### config.mk
export PLATFORM = sky130hd
export DESIGN_NAME = mdsc_ctrl
export DESIGN_NICKNAME = d
export VERILOG_FILES = /design/src/rtl/mdsc_pkg.sv /design/src/rtl/mdsc_ctrl.sv
export SDC_FILE = /design/constraint.sdc
export NUM_CORES = 1
export LEC_CHECK = 0
export CAP_MARGIN = 20
export CELL_PAD_IN_SITES_DETAIL_PLACEMENT = 0
export CELL_PAD_IN_SITES_GLOBAL_PLACEMENT = 1
export CORE_AREA = 2 2 269 271
export CTS_BUF_LIST = sky130_fd_sc_hd__clkbuf_8
export DETAILED_ROUTE_END_ITERATION = 12
export DIE_AREA = 0 0 271 273
export DONT_BUFFER_PORTS = 1
export PLACE_DENSITY_LB_ADDON = 0.2
export SLEW_MARGIN = 20
export SYNTH_ARGS = -nofsm -noshare
export SYNTH_HDL_FRONTEND = slang
export SYNTH_SLANG_ARGS = --single-unit
export TNS_END_PERCENT = 100
### constraint.sdc
create_clock -name aclk -period 11.5 [get_ports aclk]
set_input_delay 0 -clock aclk [delete_from_list [all_inputs] [get_ports aclk]]
set_output_delay 0 -clock aclk [all_outputs]
set_load 0.1 [all_outputs]
### src/rtl/mdsc_pkg.sv
// mdsc_pkg: types, codes and constants of the momentum descent step controller
// used by every module of the block; depends on nothing

package mdsc_pkg;

    typedef enum logic [1:0] {
        FUNC_LOAD = 2'd0,
        FUNC_GRAD = 2'd1,
        FUNC_OBJ  = 2'd2,
        FUNC_READ = 2'd3
    } mdsc_func_t;

    typedef enum logic [1:0] {
        STAT_RUNNING   = 2'd0,
        STAT_CONVERGED = 2'd1,
        STAT_STEP_MIN  = 2'd2,
        STAT_LIMIT     = 2'd3
    } mdsc_status_t;

    typedef enum logic [3:0] {
        ST_IDLE,
        ST_GRAD_START,
        ST_GRAD_WAIT,
        ST_OBJ,
        ST_SWEEP,
        ST_SWEEP_TAIL,
        ST_READ,
        ST_READ_WAIT,
        ST_DONE
    } mdsc_state_t;

    typedef enum logic [1:0] {
        SWP_CLEAR,
        SWP_RESTORE,
        SWP_SAVE
    } mdsc_sweep_t;

    typedef struct packed {
        mdsc_func_t         func;
        logic [5:0]         element_index;
        logic signed [31:0] value;
    } mdsc_in_t;

    typedef struct packed {
        logic signed [31:0] position_value;
        mdsc_status_t       status;
        logic [30:0]        current_step;
    } mdsc_out_t;

    typedef struct packed {
        logic signed [31:0] pos;
        logic signed [31:0] saved;
        logic signed [31:0] vel;
    } mdsc_word_t;

    typedef struct packed {
        logic [30:0] initial_step;
        logic [30:0] minimum_step;
        logic [30:0] minimum_improvement;
        logic [15:0] iteration_limit;
        logic [16:0] momentum_weight;
        logic [6:0]  length_in_use;
    } mdsc_cfg_t;

    typedef struct packed {
        logic [30:0]        step;
        logic signed [31:0] grad;
        logic [16:0]        weight;
        logic signed [31:0] vel;
        logic signed [31:0] pos;
    } mdsc_upd_op_t;

    typedef struct packed {
        logic signed [31:0] vel;
        logic signed [31:0] pos;
    } mdsc_upd_res_t;

    localparam int CFG_INDEX_W = 3;
    localparam int CFG_DATA_W  = 31;

    localparam logic [CFG_INDEX_W-1:0] REG_INITIAL_STEP        = 3'd0;
    localparam logic [CFG_INDEX_W-1:0] REG_MINIMUM_STEP        = 3'd1;
    localparam logic [CFG_INDEX_W-1:0] REG_MINIMUM_IMPROVEMENT = 3'd2;
    localparam logic [CFG_INDEX_W-1:0] REG_ITERATION_LIMIT     = 3'd3;
    localparam logic [CFG_INDEX_W-1:0] REG_MOMENTUM_WEIGHT     = 3'd4;
    localparam logic [CFG_INDEX_W-1:0] REG_LENGTH_IN_USE       = 3'd5;

    localparam logic [16:0] ONE_Q16     = 17'h10000;
    localparam logic [2:0]  ACCEL_AFTER = 3'd5;

    localparam mdsc_cfg_t CFG_RESET = '{
        initial_step:        31'd65536,
        minimum_step:        31'd1,
        minimum_improvement: 31'd1,
        iteration_limit:     16'd1000,
        momentum_weight:     17'd0,
        length_in_use:       7'd64
    };

    // saturate to signed 32 bit
    function automatic logic signed [31:0] sat_q16(input logic signed [65:0] x);
        logic signed [31:0] r;
        if (x > 66'sd2147483647) begin
            r = 32'sh7fffffff;
        end else if (x < -66'sd2147483648) begin
            r = 32'sh80000000;
        end else begin
            r = x[31:0];
        end
        return r;
    endfunction

endpackage

### src/rtl/mdsc_ctrl.sv
// mdsc_ctrl: transaction sequencer, objective decision, vector sweeps, result register
// drives the element memory and the update pipeline; depends on mdsc_pkg

module mdsc_ctrl #(
    parameter int VECTOR_LENGTH = 64,
    parameter int AW            = 6
) (
    input  logic                    aclk,
    input  logic                    aresetn,
    input  logic                    s_valid,
    output logic                    s_ready,
    input  mdsc_pkg::mdsc_in_t      s_data,
    output logic                    m_valid,
    input  logic                    m_ready,
    output mdsc_pkg::mdsc_out_t     m_data,
    input  mdsc_pkg::mdsc_cfg_t     cfg,
    input  logic                    step_load,
    input  logic [30:0]             step_load_value,
    output logic                    mem_rd_en,
    output logic [AW-1:0]           mem_rd_addr,
    input  mdsc_pkg::mdsc_word_t    mem_rd_data,
    output logic                    mem_wr_en,
    output logic [AW-1:0]           mem_wr_addr,
    output mdsc_pkg::mdsc_word_t    mem_wr_data,
    output logic                    upd_start,
    output mdsc_pkg::mdsc_upd_op_t  upd_op,
    input  logic                    upd_done,
    input  mdsc_pkg::mdsc_upd_res_t upd_res
);

    localparam logic [AW-1:0] LAST_ADDR = AW'(VECTOR_LENGTH - 1);

    mdsc_pkg::mdsc_state_t  state_reg, state_next;
    mdsc_pkg::mdsc_in_t     item_reg, item_next;
    logic                   in_use_reg, in_use_next;
    logic signed [31:0]     res_pos_reg, res_pos_next;
    logic signed [31:0]     saved_reg, saved_next;
    mdsc_pkg::mdsc_sweep_t  mode_reg, mode_next;
    logic [AW-1:0]          cnt_reg, cnt_next;
    logic                   pend_reg, pend_next;
    logic [AW-1:0]          pend_addr_reg, pend_addr_next;
    logic [30:0]            step_reg, step_next;
    logic signed [31:0]     last_obj_reg, last_obj_next;
    logic [2:0]             grc_reg, grc_next;
    logic [15:0]            eval_reg, eval_next;
    logic                   base_reg, base_next;
    mdsc_pkg::mdsc_status_t status_reg, status_next;
    logic                   m_valid_reg, m_valid_next;
    mdsc_pkg::mdsc_out_t    m_data_reg, m_data_next;

    logic                   s_in_use;
    logic                   out_free;
    logic                   running;
    logic                   obj_worse;
    logic signed [32:0]     obj_drop;
    logic                   obj_small;
    logic                   obj_sweep;
    logic [30:0]            step_half;
    logic                   accel_room;
    logic [30:0]            step_double;
    logic [2:0]             grc_inc;
    logic [15:0]            eval_inc;
    mdsc_pkg::mdsc_word_t   sweep_word;

    assign s_in_use = ({1'b0, s_data.element_index} < cfg.length_in_use)
                   && (32'(s_data.element_index) < 32'(VECTOR_LENGTH));
    assign out_free = !m_valid_reg || m_ready;
    assign running  = (status_reg == mdsc_pkg::STAT_RUNNING);

    // objective decision terms
    assign obj_worse   = $signed(item_reg.value) > $signed(last_obj_reg);
    assign obj_drop    = $signed({last_obj_reg[31], last_obj_reg})
                       - $signed({item_reg.value[31], item_reg.value});
    assign obj_small   = obj_drop < $signed({2'b00, cfg.minimum_improvement});
    assign obj_sweep   = running && base_reg && (obj_worse || !obj_small);
    assign step_half   = {1'b0, step_reg[30:1]};
    assign accel_room  = {step_reg, 1'b0} < {1'b0, cfg.initial_step};
    assign step_double = step_reg[30] ? '1 : {step_reg[29:0], 1'b0};
    assign grc_inc     = grc_reg + 3'd1;
    assign eval_inc    = eval_reg + 16'd1;

    always_comb begin
        sweep_word = mem_rd_data;
        case (mode_reg)
            mdsc_pkg::SWP_SAVE: begin
                sweep_word.saved = mem_rd_data.pos;
            end
            mdsc_pkg::SWP_RESTORE: begin
                sweep_word.pos = mem_rd_data.saved;
                sweep_word.vel = '0;
            end
            default: begin
                sweep_word.vel = '0;
            end
        endcase
    end

    // next state
    always_comb begin
        state_next = state_reg;
        case (state_reg)
            mdsc_pkg::ST_IDLE: begin
                if (s_valid) begin
                    case (s_data.func)
                        mdsc_pkg::FUNC_LOAD: state_next = mdsc_pkg::ST_DONE;
                        mdsc_pkg::FUNC_GRAD: state_next = mdsc_pkg::ST_GRAD_START;
                        mdsc_pkg::FUNC_OBJ:  state_next = mdsc_pkg::ST_OBJ;
                        mdsc_pkg::FUNC_READ: state_next = mdsc_pkg::ST_READ_WAIT;
                        default:             state_next = mdsc_pkg::ST_IDLE;
                    endcase
                end
            end
            mdsc_pkg::ST_GRAD_START: begin
                state_next = (in_use_reg && running) ? mdsc_pkg::ST_GRAD_WAIT
                                                     : mdsc_pkg::ST_DONE;
            end
            mdsc_pkg::ST_GRAD_WAIT: begin
                if (upd_done) begin
                    state_next = mdsc_pkg::ST_DONE;
                end
            end
            mdsc_pkg::ST_OBJ: begin
                state_next = obj_sweep ? mdsc_pkg::ST_SWEEP : mdsc_pkg::ST_DONE;
            end
            mdsc_pkg::ST_SWEEP: begin
                if (cnt_reg == LAST_ADDR) begin
                    state_next = mdsc_pkg::ST_SWEEP_TAIL;
                end
            end
            mdsc_pkg::ST_SWEEP_TAIL: begin
                state_next = (mode_reg == mdsc_pkg::SWP_CLEAR) ? mdsc_pkg::ST_IDLE
                                                               : mdsc_pkg::ST_READ;
            end
            mdsc_pkg::ST_READ:      state_next = mdsc_pkg::ST_READ_WAIT;
            mdsc_pkg::ST_READ_WAIT: state_next = mdsc_pkg::ST_DONE;
            mdsc_pkg::ST_DONE: begin
                if (out_free) begin
                    state_next = mdsc_pkg::ST_IDLE;
                end
            end
            default: state_next = mdsc_pkg::ST_IDLE;
        endcase
    end

    // outputs toward memory, update pipeline and input channel
    always_comb begin
        s_ready     = (state_reg == mdsc_pkg::ST_IDLE);
        mem_rd_en   = 1'b0;
        mem_rd_addr = AW'(item_reg.element_index);
        mem_wr_en   = 1'b0;
        mem_wr_addr = pend_addr_reg;
        mem_wr_data = sweep_word;
        upd_start   = 1'b0;
        upd_op      = '{step: step_reg, grad: item_reg.value, weight: cfg.momentum_weight,
                        vel: mem_rd_data.vel, pos: mem_rd_data.pos};
        case (state_reg)
            mdsc_pkg::ST_IDLE: begin
                mem_rd_en   = s_valid;
                mem_rd_addr = AW'(s_data.element_index);
                if (s_valid && s_data.func == mdsc_pkg::FUNC_LOAD && s_in_use) begin
                    mem_wr_en   = 1'b1;
                    mem_wr_addr = AW'(s_data.element_index);
                    mem_wr_data = '{pos: s_data.value, saved: s_data.value, vel: '0};
                end
            end
            mdsc_pkg::ST_GRAD_START: begin
                upd_start = in_use_reg && running;
            end
            mdsc_pkg::ST_GRAD_WAIT: begin
                mem_wr_en   = upd_done;
                mem_wr_addr = AW'(item_reg.element_index);
                mem_wr_data = '{pos: upd_res.pos, saved: saved_reg, vel: upd_res.vel};
            end
            mdsc_pkg::ST_SWEEP: begin
                mem_rd_en   = 1'b1;
                mem_rd_addr = cnt_reg;
                mem_wr_en   = pend_reg;
            end
            mdsc_pkg::ST_SWEEP_TAIL: begin
                mem_wr_en = pend_reg;
            end
            mdsc_pkg::ST_READ: begin
                mem_rd_en = 1'b1;
            end
            default: begin
                mem_rd_en = 1'b0;
            end
        endcase
    end

    // datapath and run state
    always_comb begin
        item_next      = item_reg;
        in_use_next    = in_use_reg;
        res_pos_next   = res_pos_reg;
        saved_next     = saved_reg;
        mode_next      = mode_reg;
        cnt_next       = cnt_reg;
        pend_next      = pend_reg;
        pend_addr_next = pend_addr_reg;
        step_next      = step_reg;
        last_obj_next  = last_obj_reg;
        grc_next       = grc_reg;
        eval_next      = eval_reg;
        base_next      = base_reg;
        status_next    = status_reg;
        m_valid_next   = m_valid_reg && !m_ready;
        m_data_next    = m_data_reg;

        if (step_load && !base_reg) begin
            step_next = step_load_value;
        end

        case (state_reg)
            mdsc_pkg::ST_IDLE: begin
                if (s_valid) begin
                    item_next    = s_data;
                    in_use_next  = s_in_use;
                    res_pos_next = s_in_use ? s_data.value : '0;
                end
            end
            mdsc_pkg::ST_GRAD_START: begin
                saved_next   = mem_rd_data.saved;
                res_pos_next = in_use_reg ? mem_rd_data.pos : '0;
            end
            mdsc_pkg::ST_GRAD_WAIT: begin
                if (upd_done) begin
                    res_pos_next = upd_res.pos;
                end
            end
            mdsc_pkg::ST_OBJ: begin
                res_pos_next = in_use_reg ? mem_rd_data.pos : '0;
                cnt_next     = '0;
                pend_next    = 1'b0;
                mode_next    = obj_worse ? mdsc_pkg::SWP_RESTORE : mdsc_pkg::SWP_SAVE;
                if (running) begin
                    if (!base_reg) begin
                        last_obj_next = item_reg.value;
                        base_next     = 1'b1;
                    end else begin
                        eval_next = eval_inc;
                        if (obj_worse) begin
                            step_next = step_half;
                            if (step_half < cfg.minimum_step) begin
                                status_next = mdsc_pkg::STAT_STEP_MIN;
                            end
                        end else if (obj_small) begin
                            status_next = mdsc_pkg::STAT_CONVERGED;
                        end else begin
                            if (accel_room) begin
                                if (grc_inc >= mdsc_pkg::ACCEL_AFTER) begin
                                    grc_next  = '0;
                                    step_next = step_double;
                                end else begin
                                    grc_next = grc_inc;
                                end
                            end else begin
                                step_next = cfg.initial_step;
                            end
                            last_obj_next = item_reg.value;
                        end
                    end
                    if (status_next == mdsc_pkg::STAT_RUNNING
                        && eval_next >= cfg.iteration_limit) begin
                        status_next = mdsc_pkg::STAT_LIMIT;
                    end
                end
            end
            mdsc_pkg::ST_SWEEP: begin
                cnt_next       = cnt_reg + AW'(1);
                pend_next      = 1'b1;
                pend_addr_next = cnt_reg;
            end
            mdsc_pkg::ST_SWEEP_TAIL: begin
                pend_next = 1'b0;
            end
            mdsc_pkg::ST_READ_WAIT: begin
                res_pos_next = in_use_reg ? mem_rd_data.pos : '0;
            end
            mdsc_pkg::ST_DONE: begin
                if (out_free) begin
                    m_valid_next = 1'b1;
                    m_data_next  = '{position_value: res_pos_reg, status: status_reg,
                                     current_step: step_reg};
                end
            end
            default: begin
                pend_next = 1'b0;
            end
        endcase
    end

    always_ff @(posedge aclk) begin
        if (!aresetn) begin
            state_reg    <= mdsc_pkg::ST_SWEEP;
            mode_reg     <= mdsc_pkg::SWP_CLEAR;
            cnt_reg      <= '0;
            pend_reg     <= 1'b0;
            step_reg     <= mdsc_pkg::CFG_RESET.initial_step;
            last_obj_reg <= '0;
            grc_reg      <= '0;
            eval_reg     <= '0;
            base_reg     <= 1'b0;
            status_reg   <= mdsc_pkg::STAT_RUNNING;
            m_valid_reg  <= 1'b0;
        end else begin
            state_reg    <= state_next;
            mode_reg     <= mode_next;
            cnt_reg      <= cnt_next;
            pend_reg     <= pend_next;
            step_reg     <= step_next;
            last_obj_reg <= last_obj_next;
            grc_reg      <= grc_next;
            eval_reg     <= eval_next;
            base_reg     <= base_next;
            status_reg   <= status_next;
            m_valid_reg  <= m_valid_next;
        end
    end

    always_ff @(posedge aclk) begin
        item_reg      <= item_next;
        in_use_reg    <= in_use_next;
        res_pos_reg   <= res_pos_next;
        saved_reg     <= saved_next;
        pend_addr_reg <= pend_addr_next;
        m_data_reg    <= m_data_next;
    end

    assign m_valid = m_valid_reg;
    assign m_data  = m_data_reg;

    a_accept_then_busy: assert property (@(posedge aclk) disable iff (!aresetn)
        s_valid && s_ready |=> !s_ready)
        else $error("input taken while a transaction is still in work");

    a_stop_sticky: assert property (@(posedge aclk) disable iff (!aresetn)
        status_reg != mdsc_pkg::STAT_RUNNING |=> status_reg == $past(status_reg))
        else $error("run status left a stopped state");

    a_update_in_wait: assert property (@(posedge aclk) disable iff (!aresetn)
        upd_done |-> state_reg == mdsc_pkg::ST_GRAD_WAIT)
        else $error("update result arrived outside the gradient wait");

    a_eval_counted: assert property (@(posedge aclk) disable iff (!aresetn)
        state_reg == mdsc_pkg::ST_OBJ && running && base_reg
        |=> eval_reg == $past(eval_reg) + 16'd1)
        else $error("objective evaluation not counted");

endmodule
# Word-level counts from Yosys, hierarchy flattened
# Index checks and enable logic that the tools add are counted.
# classes
muxes,54
n_bitwise,2
addsub,4
eq_ne,20
magnitude_cmp,7
reduce_logical,32
# op_table
operator,count
$mux 32,10
$mux 31,9
$pmux 96 s2,1
$mux 96,1
$pmux 32 s3,1
$mux 16,3
$pmux 4 s9,1
$pmux 6 s2,3
$lt 33x32->1,1
$sub 32x32->33,1
$gt 32x32->1,1
$lt 32x31->1,1
$lt 30x31->1,1
$mux 4,6
$add 16x1->16 const B,1
$eq 4x3->1 const B,4
$ge 16x16->1,1
$mux 2,8
$pmux 4 s4,1
$ne 2x2->1 const B,6
$eq 4x2->1 const B,2
$logic_and 1x1->1,8
$logic_not 2->1,4
$reduce_and 4->1,2
26 further kinds,42
# word_totals
regBits,273
output_inout_bits,322
word_cells,139
in_bits,370

# Logic depth before layout (Yosys ltp)
# depth
word_depth,10
mapped_depth,23
ltp_nobuf,22

# Least setup slack after synthesis
# No wires, ideal clock.
# synth_path
path_type,input -> output
start,in cfg[1] in the netlist's numbering
end,out mem_wr_data[66] in the netlist's numbering
t_arrival_ns,4.722
required_ns,11.500
stages,10
slack_ns,6.778
path_buffers,1
cell_sequence,inv_1 ha_1 a21o_1 a21o_1 a21o_1 a21oi_1 o21bai_1 a21oi_1 clkbuf_1 o311ai_0
# synth_lines
item,line_no,source
from (decl),mdsc_ctrl.sv:16,"input mdsc_pkg::mdsc_cfg_t cfg,"
to (decl),mdsc_ctrl.sv:24,"output mdsc_pkg::mdsc_word_t mem_wr_data,"

# Worst setup path after layout
# layout_path
start,reg item_reg (netlist bit upd_op[87])
end,reg step_reg[25]
# layout_via
elab_chain_len,7
elab_cells_between_ends,8
cone_classes,add/sub: 1; order compare: 2; mux: 5
# layout_rtl
item,line_no,source
from (decl),mdsc_ctrl.sv:34,"mdsc_pkg::mdsc_in_t item_reg, item_next;"
from (signal assigned),mdsc_ctrl.sv:322,item_reg <= item_next;
$sub 32x32->33,mdsc_ctrl.sv:73,"- $signed({item_reg.value[31], item_reg.value});"
$lt 33x32->1,mdsc_ctrl.sv:74,"assign obj_small = obj_drop < $signed({2'b00, cfg.minimum_improvement});"
$mux 31,mdsc_ctrl.sv:247,end else if (obj_small) begin
$mux 31 *,mdsc_ctrl.sv:242,if (obj_worse) begin
$mux 31 *,mdsc_ctrl.sv:237,if (!base_reg) begin
$mux 31 *,mdsc_ctrl.sv:236,if (running) begin
$mux 31 *,mdsc_ctrl.sv:214,case (state_reg)
to (signal assigned),mdsc_ctrl.sv:299,step_reg <= mdsc_pkg::CFG_RESET.initial_step;
to (signal assigned),mdsc_ctrl.sv:311,step_reg <= step_next;
to (decl),mdsc_ctrl.sv:42,"logic [30:0] step_reg, step_next;"
# Every way passes the cells marked *; elsewhere a longest branch is shown, timed or not.
# A chain may end at the register's enable or synchronous reset.

==> impl_metrics.py <==
metrics = {
    "worst_setup_path": {
        "cp-end-kind": "flip-flop",
        "cpMaxStageDelayCell": "edfxtp_1",
        "path_cells": "inv_1 > ha_1 > a21oi_1 > nand2_1 > o31ai_1 > nand3_2 > a311oi_1 > o21ai_0 > a31o_2 > a21oi_1 > xnor2_1 > ha_1 > o21a_1 > nor2_1 > nor4_1 > o311ai_0 > nand3_1 > nand4b_1 > a31oi_4 > o21ai_2 > buf_4 > o221ai_1 > dlygate4sd3_1",
        "start_kind": "flip-flop",
        "max_stage_delay_ns": 0.98,
        "crit_type": "flip-flop to flip-flop",
        "path_delay_family": "compound AO/OA/AOI/OAI gates",
        "critPathRequiredTime_ns": 12.03,
        "cp_num_buf_inv": 3,
        "cp_max_fo": 30,
        "critPathArrivalTime_ns": 7.31,
    },
    "global_route": {
        "grt_max_degree": 95,
        "grt_pass1_vias": 18200,
        "grt_overflow": 0,
        "grt_first_pass_wirelength_um": 133000,
        "antenna_found_initial": 39,
        "grt.total_usage": 0.246,
    },
    "yosys": {
        "ys_ff_latch": 273,
        "syn-cell-area_um2": 19500,
        "yosysWarnings": 0,
        "synth_edf_count": 174,
        "syn_inst": 2125,
        "ys.flop_type": "edfxtp_1",
        "syn_avg_cell_area_um2": 9.17,
        "yosysUniqueCellTypes": 78,
        "synth_fp_nets": 2642,
        "yosysSeqAreaShare": 0.370,
        "synthArstFlopShare": 0,
    },
    "pwr": {
        "sw_frac_of_total": 0.470,
        "p_switching_mw": 2.13,
        "p_int_mw": 2.40,
        "power_leakage_nw": 10.6,
        "pwr-share-comb": 0.499,
        "power_mw": 4.52,
        "seqPwrFrac": 0.262,
        "irDropWorstVdd_v": 0.000148,
        "clkPwrFrac": 0.239,
        "powerDensity_nw_per_um2": 176,
    },
    "clocking": {
        "clock_path_buffers": 3,
        "cts_resized": 0,
        "cts_buffers": 58,
        "cts.clk_slew.worst_paths_ns": 0.06,
        "cts_tree": "built",
        "clk_latency_ns": 0.66,
        "cts_max_level": 2,
        "cts_sinks": 273,
        "cts_root_buf": "clkbuf_8",
    },
    "outcome": {
        "status": "completed",
    },
    "floorplan": {
        "floorplan.die.width_um": 271,
        "start_util": 0.274,
        "ios": 692,
        "fp.coreArea_um2": 71000,
        "row_count": 98,
        "die_area_um2": 74000,
        "die_y_um": 273,
    },
    "flow_run": {
        "cap_violations": 0,
    },
    "layout": {
        "layout-drive-gt1-share": 0.132,
        "area_delta_synth_final_pct": 32.3,
        "fin_nets": 2882,
        "final_area_um2": 25800,
        "layout_common_cells": "dlygate4sd3_1 (279), nand2_1 (226), inv_1 (218), edfxtp_1 (174), ha_1 (146)",
        "layout_commonest_cell": "dlygate4sd3_1",
        "largest_register_ffs": 65,
    },
    "place": {
        "postPlaceCellArea_um2": 21700,
        "portBuffers": 0,
        "hpwl_um": 67600,
        "globalplace.congestion": 0.997,
    },
    "sta": {
        "setup_tns_ns": 0,
        "fin_skew_ns": 0.0437,
        "rsz0062_at_grt": "no",
        "drv_slew": 0,
        "max_slew.worst_pin.slew_ns": 1.15,
        "fin_crit_sh": 0.589,
        "fin_crit_ns": 6.78,
        "max_freq_ghz": 0.148,
        "relSlewSlack": 0.230,
        "setup_viol": 0,
        "hold_viol": 0,
        "fin_hold_ws_ns": 0.0000447,
    },
    "routing": {
        "avgViaCountPerCell": 5.39,
        "drt_wl_total_um": 95100,
        "dr.first_iter.drc_count": 1469,
        "first_pass_iters": 8,
        "wl_per_cell_um": 28.0,
        "ant_nets": 0,
        "drc_errors": 0,
        "vias": 18300,
    },
    "worst_hold_path": {
        "min_path_type": "input port to output pin",
    },
}
==> worst paths after layout <==
path | start | endpoint | slack [ns] | depth (start not counted)
worst max-delay path | upd_op[87] | step_reg[25] | 4.72 | 23
worst max register to register | upd_op[87] | step_reg[25] | 4.72 | 23
worst min register to register | res_pos_reg[9] | m_data[42] | 0.41 | 0
worst min-delay path | mem_rd_data[9] | upd_op[41] | 0.00004 | 0
==> synth_stat cells (all sizes together) (51+ instances only) <==
library cell,count,area share
nand2,228,0.044
inv,195,0.038
edfxtp,174,0.27
ha,146,0.094
buf,131,0.050
a21oi,128,0.033
nor2,102,0.020
clkbuf,101,0.020
dfxtp,99,0.10
mux2i,79,0.041
o211ai,74,0.029
nand3,61,0.016
a22oi,59,0.023
mux2,59,0.034
nor3,51,0.013
==> area by class of cell <==
type | count | area, um^2
Tap cell | 950 | 1190
Inverter | 196 | 738
Timing Repair Buffer | 412 | 5000
Clock inverter | 46 | 293
Sequential cell | 273 | 7210
Fill cell | 7183 | 45200
Multi-Input combinational cell | 1424 | 10400
Antenna cell | 33 | 82.6
Clock buffer | 62 | 853
==> power by group through the flow <==
| stage | Sequential (mW) | Clock [mW] | Combinational (mW) |
|---|---|---|---|
| after floorplan | 1.19 | 0 | 1.56 |
| after global placement | 1.21 | 0 | 2.10 |
| after detailed placement | 1.21 | 0 | 2.11 |
| after CTS | 1.19 | 1.11 | 2.25 |
| after global routing | 1.19 | 1.15 | 2.34 |
| final | 1.19 | 1.08 | 2.26 |
==> cells by family (layout without fill, tap and decap cells) <==
group	Yosys count	after routing	share of synthesized area
xor gates and xnor gates	59	59	0.0265
other	0	33	0
AOI/OAI and AO/OA	541	541	0.200
buffers and inverters	428	716	0.108
DFF	273	273	0.370
muxes	138	138	0.0747
and+or+nand+nor	539	539	0.126
adders and majority gates	147	147	0.0948
==> stage by stage <==
step / worst slack [ns] / std cells / util
2_1_floorplan: 6.78 / 2125 / -
5_1_grt: 4.22 / 3391 / 0.363
3_5_place_dp: 5.11 / 2975 / 0.306
4_1_cts: 4.73 / 3362 / 0.362
3_3_place_gp: 5.14 / 2975 / 0.305
6_report: 4.72 / 3396 / 0.363
==> routing by layer <==
layer / track usage / vias up / share of wire
li1: - / 8220 / -
met1: 0.280 / 8989 / 0.38
met2: 0.415 / 892 / 0.48
met3: 0.0626 / 207 / 0.075
met4: 0.148 / 4 / 0.060
met5: 0 / - / 0.00033
==> what timing repair did <==
action / CTS / global route
buffers inserted: 0 / 0
endpoints found under the hold margin: 198 / 39
hold buffers: 279 / 1
Power figures use the tool's default switching activity.
